===== config.mk =====
export PLATFORM = sky130hd
export DESIGN_NAME = hsv_to_rgb_converter_top_flat
export DESIGN_NICKNAME = d
export VERILOG_FILES = /design/src/rtl/hsv2rgb_pkg.sv /design/src/rtl/hsv2rgb_if.sv /design/src/rtl/hsv_to_rgb_converter_top.sv /design/src/flat_wrapper.sv
export SDC_FILE = /design/constraint.sdc
export NUM_CORES = 1
export LEC_CHECK = 0
export BUFFER_PORTS_ARGS = -buffer_cell sky130_fd_sc_hd__buf_2
export CAP_MARGIN = 20
export CORE_ASPECT_RATIO = 1.25
export CORE_MARGIN = 3
export CORE_UTILIZATION = 55
export CTS_BUF_LIST = sky130_fd_sc_hd__clkbuf_2 sky130_fd_sc_hd__clkbuf_4 sky130_fd_sc_hd__clkbuf_8
export DETAILED_ROUTE_END_ITERATION = 10
export GPL_TIMING_DRIVEN = 1
export HOLD_SLACK_MARGIN = 0.1
export PLACE_DENSITY = 0.8
export REMOVE_ABC_BUFFERS = 1
export SYNTH_ARGS = -nofsm -noshare
export SYNTH_HDL_FRONTEND = slang
export SYNTH_SLANG_ARGS = --single-unit

===== constraint.sdc =====
create_clock -name clk_i -period 6.8 [get_ports clk_i]
set_input_delay 0 -clock clk_i [delete_from_list [all_inputs] [get_ports clk_i]]
set_output_delay 0 -clock clk_i [all_outputs]
set_load 0.03 [all_outputs]

===== src/rtl/hsv2rgb_pkg.sv =====
// Shared types, widths and constants of the HSV to RGB converter.
package hsv2rgb_pkg;

  localparam int unsigned HueW  = 15;
  localparam int unsigned FracW = 9;
  localparam int unsigned ChW   = 8;

  localparam logic [HueW-1:0]  HueMax     = 15'd23039;
  localparam logic [FracW-1:0] FracOne    = 9'd256;
  localparam logic [11:0]      SectorSpan = 12'd3840;
  localparam logic [ChW-1:0]   ChMax      = 8'd255;

  // Product of value and saturation, in units of 1/65536.
  localparam int unsigned ChromaW = 17;
  // Channel sums, in units of 1/(65536*3840).
  localparam int unsigned SumW = 28;
  localparam logic [SumW-1:0] SumMax = 28'd251658240;

  typedef enum logic [2:0] {
    SecRedYellow    = 3'd0,
    SecYellowGreen  = 3'd1,
    SecGreenCyan    = 3'd2,
    SecCyanBlue     = 3'd3,
    SecBlueMagenta  = 3'd4,
    SecMagentaRed   = 3'd5
  } sector_e;

endpackage


===== src/rtl/hsv2rgb_if.sv =====
// Valid/ready channel interfaces for HSV pixels in and RGB pixels out.
interface hsv2rgb_hsv_if import hsv2rgb_pkg::*; ();
  logic             valid;
  logic             ready;
  logic [HueW-1:0]  hue;
  logic [FracW-1:0] saturation;
  logic [FracW-1:0] brightness;

  modport source (output valid, hue, saturation, brightness, input ready);
  modport sink (input valid, hue, saturation, brightness, output ready);
endinterface

interface hsv2rgb_rgb_if import hsv2rgb_pkg::*; ();
  logic           valid;
  logic           ready;
  logic [ChW-1:0] red;
  logic [ChW-1:0] green;
  logic [ChW-1:0] blue;

  modport source (output valid, red, green, blue, input ready);
  modport sink (input valid, red, green, blue, output ready);
endinterface


===== src/rtl/hsv_to_rgb_converter_top.sv =====
// Four-stage pipelined HSV to RGB pixel converter.
//
// The block takes one HSV pixel per transfer on pix_i (hue in 1/64 degree,
// saturation and value as Q1.8 fractions) and returns one RGB pixel with
// 8-bit channels per transfer on rgb_o. Out-of-range inputs are clamped.
// Throughput is one pixel per cycle while rgb_o does not stall: the four
// register stages are set by the value times saturation multiply, the
// chroma times sector position multiply, the per-sector channel select
// with the offset add, and the final channel scaling, one of them per
// stage.
// All stages advance together whenever the output register is empty or its
// pixel is taken, so pix_i.ready is high in exactly those cycles.
// When the receiver stalls, the whole pipeline holds its contents and the
// output pixel stays on rgb_o; nothing is lost or repeated.
// Reset clears all stage valid bits, so the pipeline starts empty and
// pix_i.ready is high in the first cycle after reset.
module hsv_to_rgb_converter_top import hsv2rgb_pkg::*; (
  input  logic           clk_i,
  input  logic           rst_ni,
  hsv2rgb_hsv_if.sink    pix_i,
  hsv2rgb_rgb_if.source  rgb_o
);

  logic       adv;
  logic [3:0] vld_d, vld_q;

  // Stage 1 signals.
  logic [HueW-1:0]    hue_c;
  logic [FracW-1:0]   sat_c, val_c;
  logic [17:0]        vs_prod;
  logic [HueW-1:0]    base;
  logic [11:0]        frac;
  sector_e            sec_d1;
  logic [12:0]        t_d1;
  sector_e            sec1_q;
  logic [12:0]        t1_q;
  logic [ChromaW-1:0] c1_q;
  logic [FracW-1:0]   v1_q;

  // Stage 2 signals.
  logic [29:0]        xt_prod;
  logic [ChromaW-1:0] m_diff;
  logic [SumW:0]      cn_d, mn_d;
  sector_e            sec2_q;
  logic [SumW-1:0]    cn2_q, xn2_q, mn2_q;

  // Stage 3 signals.
  logic [SumW-1:0]    r_base, g_base, b_base;
  logic [SumW:0]      r_sum, g_sum, b_sum;
  logic [SumW-1:0]    r3_q, g3_q, b3_q;

  // Stage 4 signals.
  logic [ChW-1:0]     r_d4, g_d4, b_d4;
  logic [ChW-1:0]     r4_q, g4_q, b4_q;

  function automatic logic [ChW-1:0] scale_ch(input logic [SumW-1:0] sum);
    logic [SumW+4:0] prod;
    logic [8:0]      q;
    prod = {1'b0, sum, 4'b0} + {5'b0, sum};
    q    = prod[SumW+4:24];
    return (q > {1'b0, ChMax}) ? ChMax : q[ChW-1:0];
  endfunction

  assign adv         = !vld_q[3] || rgb_o.ready;
  assign pix_i.ready = adv;
  assign vld_d       = {vld_q[2:0], pix_i.valid};

  always_ff @(posedge clk_i or negedge rst_ni) begin
    if (!rst_ni) begin
      vld_q <= '0;
    end else if (adv) begin
      vld_q <= vld_d;
    end
  end

  // Stage 1: clamp, sector split, chroma.
  always_comb begin
    hue_c   = (pix_i.hue > HueMax) ? HueMax : pix_i.hue;
    sat_c   = (pix_i.saturation > FracOne) ? FracOne : pix_i.saturation;
    val_c   = (pix_i.brightness > FracOne) ? FracOne : pix_i.brightness;
    vs_prod = 18'(sat_c) * 18'(val_c);
    if (hue_c >= HueW'(5 * 3840)) begin
      sec_d1 = SecMagentaRed;
      base   = HueW'(5 * 3840);
    end else if (hue_c >= HueW'(4 * 3840)) begin
      sec_d1 = SecBlueMagenta;
      base   = HueW'(4 * 3840);
    end else if (hue_c >= HueW'(3 * 3840)) begin
      sec_d1 = SecCyanBlue;
      base   = HueW'(3 * 3840);
    end else if (hue_c >= HueW'(2 * 3840)) begin
      sec_d1 = SecGreenCyan;
      base   = HueW'(2 * 3840);
    end else if (hue_c >= HueW'(3840)) begin
      sec_d1 = SecYellowGreen;
      base   = HueW'(3840);
    end else begin
      sec_d1 = SecRedYellow;
      base   = '0;
    end
    frac = 12'(hue_c - base);
    t_d1 = sec_d1[0] ? ({1'b0, SectorSpan} - {1'b0, frac}) : {1'b0, frac};
  end

  always_ff @(posedge clk_i) begin
    if (adv) begin
      sec1_q <= sec_d1;
      t1_q   <= t_d1;
      c1_q   <= vs_prod[ChromaW-1:0];
      v1_q   <= val_c;
    end
  end

  // Stage 2: x term, chroma and offset terms scaled by the sector span.
  always_comb begin
    xt_prod = 30'(c1_q) * 30'(t1_q);
    m_diff  = {v1_q[ChromaW-9:0], 8'b0} - c1_q;
    cn_d    = {c1_q, 12'b0} - {4'b0, c1_q, 8'b0};
    mn_d    = {m_diff, 12'b0} - {4'b0, m_diff, 8'b0};
  end

  always_ff @(posedge clk_i) begin
    if (adv) begin
      sec2_q <= sec1_q;
      xn2_q  <= xt_prod[SumW-1:0];
      cn2_q  <= cn_d[SumW-1:0];
      mn2_q  <= mn_d[SumW-1:0];
    end
  end

  // Stage 3: place chroma and x per sector and add the offset.
  always_comb begin
    case (sec2_q) inside
      SecRedYellow, SecMagentaRed:   r_base = cn2_q;
      SecYellowGreen, SecBlueMagenta: r_base = xn2_q;
      default:                       r_base = '0;
    endcase
    case (sec2_q) inside
      SecRedYellow, SecCyanBlue:     g_base = xn2_q;
      SecYellowGreen, SecGreenCyan:  g_base = cn2_q;
      default:                       g_base = '0;
    endcase
    case (sec2_q) inside
      SecGreenCyan, SecMagentaRed:   b_base = xn2_q;
      SecCyanBlue, SecBlueMagenta:   b_base = cn2_q;
      default:                       b_base = '0;
    endcase
    r_sum = {1'b0, r_base} + {1'b0, mn2_q};
    g_sum = {1'b0, g_base} + {1'b0, mn2_q};
    b_sum = {1'b0, b_base} + {1'b0, mn2_q};
  end

  always_ff @(posedge clk_i) begin
    if (adv) begin
      r3_q <= r_sum[SumW-1:0];
      g3_q <= g_sum[SumW-1:0];
      b3_q <= b_sum[SumW-1:0];
    end
  end

  // Stage 4: 255/(65536*3840) equals 17/2^24, so scaling is a shift-add.
  always_comb begin
    r_d4 = scale_ch(r3_q);
    g_d4 = scale_ch(g3_q);
    b_d4 = scale_ch(b3_q);
  end

  always_ff @(posedge clk_i) begin
    if (adv) begin
      r4_q <= r_d4;
      g4_q <= g_d4;
      b4_q <= b_d4;
    end
  end

  assign rgb_o.valid = vld_q[3];
  assign rgb_o.red   = r4_q;
  assign rgb_o.green = g4_q;
  assign rgb_o.blue  = b4_q;

`ifndef ASSERT_OFF
  // An accepted pixel always occupies the first stage in the next cycle.
  a_enter: assert property (@(posedge clk_i) disable iff (!rst_ni)
    pix_i.valid && pix_i.ready |=> vld_q[0])
    else $error("accepted pixel missing from first stage");

  // A stalled pipeline keeps its occupancy.
  a_hold: assert property (@(posedge clk_i) disable iff (!rst_ni)
    !adv |=> $stable(vld_q))
    else $error("pipeline occupancy changed during stall");

  // Channel sums never exceed full scale, so saturation stays idle.
  a_range: assert property (@(posedge clk_i) disable iff (!rst_ni)
    vld_q[2] |-> (r3_q <= SumMax) && (g3_q <= SumMax) && (b3_q <= SumMax))
    else $error("channel sum above full scale");
`endif

endmodule

===== src/flat_wrapper.sv =====
// flat-port wrapper written by rule: the top's interface ports become plain ports
module hsv_to_rgb_converter_top_flat import hsv2rgb_pkg::*;
  (clk_i, rst_ni, pix_i_valid, pix_i_hue, pix_i_saturation, pix_i_brightness, pix_i_ready, rgb_o_valid, rgb_o_red, rgb_o_green, rgb_o_blue, rgb_o_ready);
  hsv2rgb_hsv_if pix_i_i ();
  hsv2rgb_rgb_if rgb_o_i ();
  input  logic clk_i;
  input  logic rst_ni;
  input wire logic [$bits(pix_i_i.valid)-1:0] pix_i_valid;
  input wire logic [$bits(pix_i_i.hue)-1:0] pix_i_hue;
  input wire logic [$bits(pix_i_i.saturation)-1:0] pix_i_saturation;
  input wire logic [$bits(pix_i_i.brightness)-1:0] pix_i_brightness;
  output wire logic [$bits(pix_i_i.ready)-1:0] pix_i_ready;
  output wire logic [$bits(rgb_o_i.valid)-1:0] rgb_o_valid;
  output wire logic [$bits(rgb_o_i.red)-1:0] rgb_o_red;
  output wire logic [$bits(rgb_o_i.green)-1:0] rgb_o_green;
  output wire logic [$bits(rgb_o_i.blue)-1:0] rgb_o_blue;
  input wire logic [$bits(rgb_o_i.ready)-1:0] rgb_o_ready;
  assign pix_i_i.valid = pix_i_valid;
  assign pix_i_i.hue = pix_i_hue;
  assign pix_i_i.saturation = pix_i_saturation;
  assign pix_i_i.brightness = pix_i_brightness;
  assign pix_i_ready = pix_i_i.ready;
  assign rgb_o_valid = rgb_o_i.valid;
  assign rgb_o_red = rgb_o_i.red;
  assign rgb_o_green = rgb_o_i.green;
  assign rgb_o_blue = rgb_o_i.blue;
  assign rgb_o_i.ready = rgb_o_ready;
  hsv_to_rgb_converter_top u_core (.clk_i(clk_i), .rst_ni(rst_ni), .pix_i(pix_i_i), .rgb_o(rgb_o_i));
endmodule

==> flow_summary.ini <==
[logic_synthesis]
synth_warnings = 0
ys_seq_area_share_pct = 28.3
yosysUniqueCellTypes = 71
postSynthCellCount = 2399
ys_seq_elements = 224
synthArstFlopShare_pct = 1.79
synth_area_um2 = 23700
synth_edf_count = 220
synth_ff_type = edfxtp_1
avgSynthCellArea_um2 = 9.86

[sta]
worst_slack_ps = 407
maxSlewHeadroom_pct = 37.3
fin_skew_ps = 37.0
min_period_over_period_pct = 94.0
fmax_ghz = 0.156
rsz0062_at_grt = false
setup_viol = 0
worst_slew_pin_slew_ps = 934
fin_tns_setup_ps = 0
final_hold_viol_count = 0
post-route-min-period_ps = 6390
slew_viol_final = 0

[layout]
fill_cells = 3424
area_delta_synth_final_pct = 9.11
nNetsFinal = 3019
antenna_cells = 0
drive_gt1_share_pct = 7.52

[global_route]
antenna_found_initial = 0
grt_first_pass_wirelength_um = 90400
grt_max_degree = 145
grt_pass1_vias = 18700
grt.overflow.total = 0
grt.total_usage_pct = 24.7

[critical_path]
setup.worst_path.class = reg2reg
crit_required_ps = 7140
cp-start-kind = flip-flop
r2r_cells = 20
r2r_setup_slack_ps = 410
cp_max_fo = 17
cp-end-kind = flip-flop
r2r_end = u_core.xn2_q[27]
r2r_start = u_core.t1_q[1]
crit_arrival_ps = 6730

[routing]
drtIter0Drc = 1013
route.detailed.drc = 0
post_drt_wl_per_cell_um = 17.8
drtAntennaViolNets = 0
avgViaCountPerCell = 5.76
vias = 17800
dr.pass1.iters = 5
wl_um = 55000

[die]
die_w_um = 192
fp.dieH_um = 238
io_pins = 63
start_util_pct = 56.0
design.core.area_um2 = 42300
row_count = 84
die-area_um2 = 45600

[min_path]
hold_end = u_core.c1_q[1]
hp-class = in2reg
whs_path_depth = 4
min_from = pix_i_saturation[1]

[clock_network]
cts_made_buffers = 40
cts_max_path_buffers = 3
cts.sinks = 224
cts_tree = done
clk_pin_slew_ps = 60
root_buffer = clkbuf_8
h-tree-depth = 2
clk_latency_ps = 610

[placement]
place_ws_ps = 320
post-dp-hpwl_um = 43200
portBuffers = 62
gp_congestion = 0.969

[run]
max_cap_violations = 0

[run_status]
status = finished, final reports clean
-- cell families (layout without fill, tap and decap cells) --
logic type      Yosys count  after routing  share of synthesized area [%]
simple gates            687            687                           13.9
fa+ha+maj               484            484                           32.5
compound gates          431            431                           12.6
buf+inv                 412            539                           6.57
flops                   224            224                           28.3
xor+xnor                153            153                           5.66
mux                       8              8                          0.370
-- routing by layer --
layer  part of all wire, %  vias up  routed length (um)  track usage, %
met5                     0        -                   0               0
met4                   6.3        0                3460            14.2
met3                   5.1      197                2830            3.64
met2                    51      596               28100            43.4
met1                    38     8632               20600            28.6
li1                      -     8337                   -               -
-- worst max-delay path, cell delays in order (launching register included) --
cell	delay, ps
edfxtp_1	630
and2_1	260
fa_1	470
inv_1	50
fa_1	540
inv_1	50
fa_1	470
fa_1	490
inv_1	50
fa_1	530
inv_1	50
ha_1	230
nor3_1	190
o211ai_1	160
a2111oi_1	550
nor3b_1	160
and4_1	290
o41ai_4	440
o311ai_0	210
a21oi_1	230
xnor2_1	80
-- cell usage after synthesis, types with 33 or more instances --
library cell	n	area share, %
inv_1	338	5.4
ha_1	267	14
nand2_1	256	4.1
edfxtp_1	220	28
fa_1	217	18
and2_1	131	3.5
nor2_1	130	2.1
xnor2_1	115	4.3
a21oi_1	99	2.1
clkbuf_1	69	1.1
o21ai_0	68	1.4
a22o_1	57	2.1
a21o_1	49	1.6
xor2_1	38	1.4
o21a_1	33	1.0
-- through the flow --
stage	util (%)	cell area [um^2]	cells	hold slack, ps
after floorplan	-	23400	2326	-296
after global placement	58.3	24600	2977	-196
after detailed placement	58.3	24600	2977	-189
after CTS	61.0	25800	3081	111
after global routing	61.1	25800	3085	140
final	61.1	25800	3085	146
-- layout by cell type (no fill, tap or decap), types with 13 or more instances in the layout --
cell           count
nand2_1          256
fa_1             217
clkbuf_4          16
nor2_1           130
nand2b_1          23
o21bai_1          13
xor2_1            38
o21ai_0           68
xnor2_1          115
a22o_1            57
nand4_1           14
dlygate4sd3_1     35
a31oi_1           16
inv_1            338
edfxtp_1         220
nand3_1           29
and2_1           131
buf_2             62
o21a_1            33
nor2b_1           30
clkbuf_8          41
a21o_1            49
nor3_1            26
buf_4             31
ha_1             267
a21oi_1           99
-- registers in the layout, indices dropped and copies added (netlist names) --
| signal | cells |
|---|---|
| u_core.v1_q | 9 |
| u_core.sec1_q | 3 |
| u_core.rgb_o.blue | 8 |
| u_core.vld_q | 4 |
| u_core.r3_q | 28 |
| u_core.g3_q | 28 |
| u_core.b3_q | 28 |
| u_core.rgb_o.green | 8 |
| u_core.cn2_q | 19 |
| u_core.xn2_q | 28 |
| u_core.mn2_q | 20 |
| u_core.t1_q | 13 |
| u_core.c1_q | 17 |
| u_core.rgb_o.red | 8 |
| u_core.sec2_q | 3 |
-- what timing repair did --
action	CTS	global route
setup buffers	0	2
resized for setup	0	1
hold endpoints to repair	29	10
endpoints found under the setup margin	0	1
hold buffers	34	1
-- area by class of cell --
cell class	instances	area, um^2	share of cell area, %
multi-input cells	1763	15400	59.7
flip-flops and latches	224	6710	26.0
inverters	339	1270	4.93
repair buffers	130	941	3.64
well taps	559	699	2.71
clock buffers	57	684	2.65
clock inverters	13	101	0.393
-- how the worst max path moves through the flow --
stage,startpoint,to,cells after the start
3_3_place_gp,u_core.t1_q[2],u_core.xn2_q[27],20
2_1_floorplan,u_core.vld_q[3],u_core.vld_q[0],2
5_1_grt,u_core.t1_q[1],u_core.xn2_q[27],20
4_1_cts,u_core.t1_q[2],u_core.xn2_q[27],20
6_report,u_core.t1_q[1],u_core.xn2_q[27],20
3_5_place_dp,u_core.t1_q[2],u_core.xn2_q[27],20
Power is not shown: default switching activity piles up to over one toggle a cycle in this logic, so the estimate is an artifact.
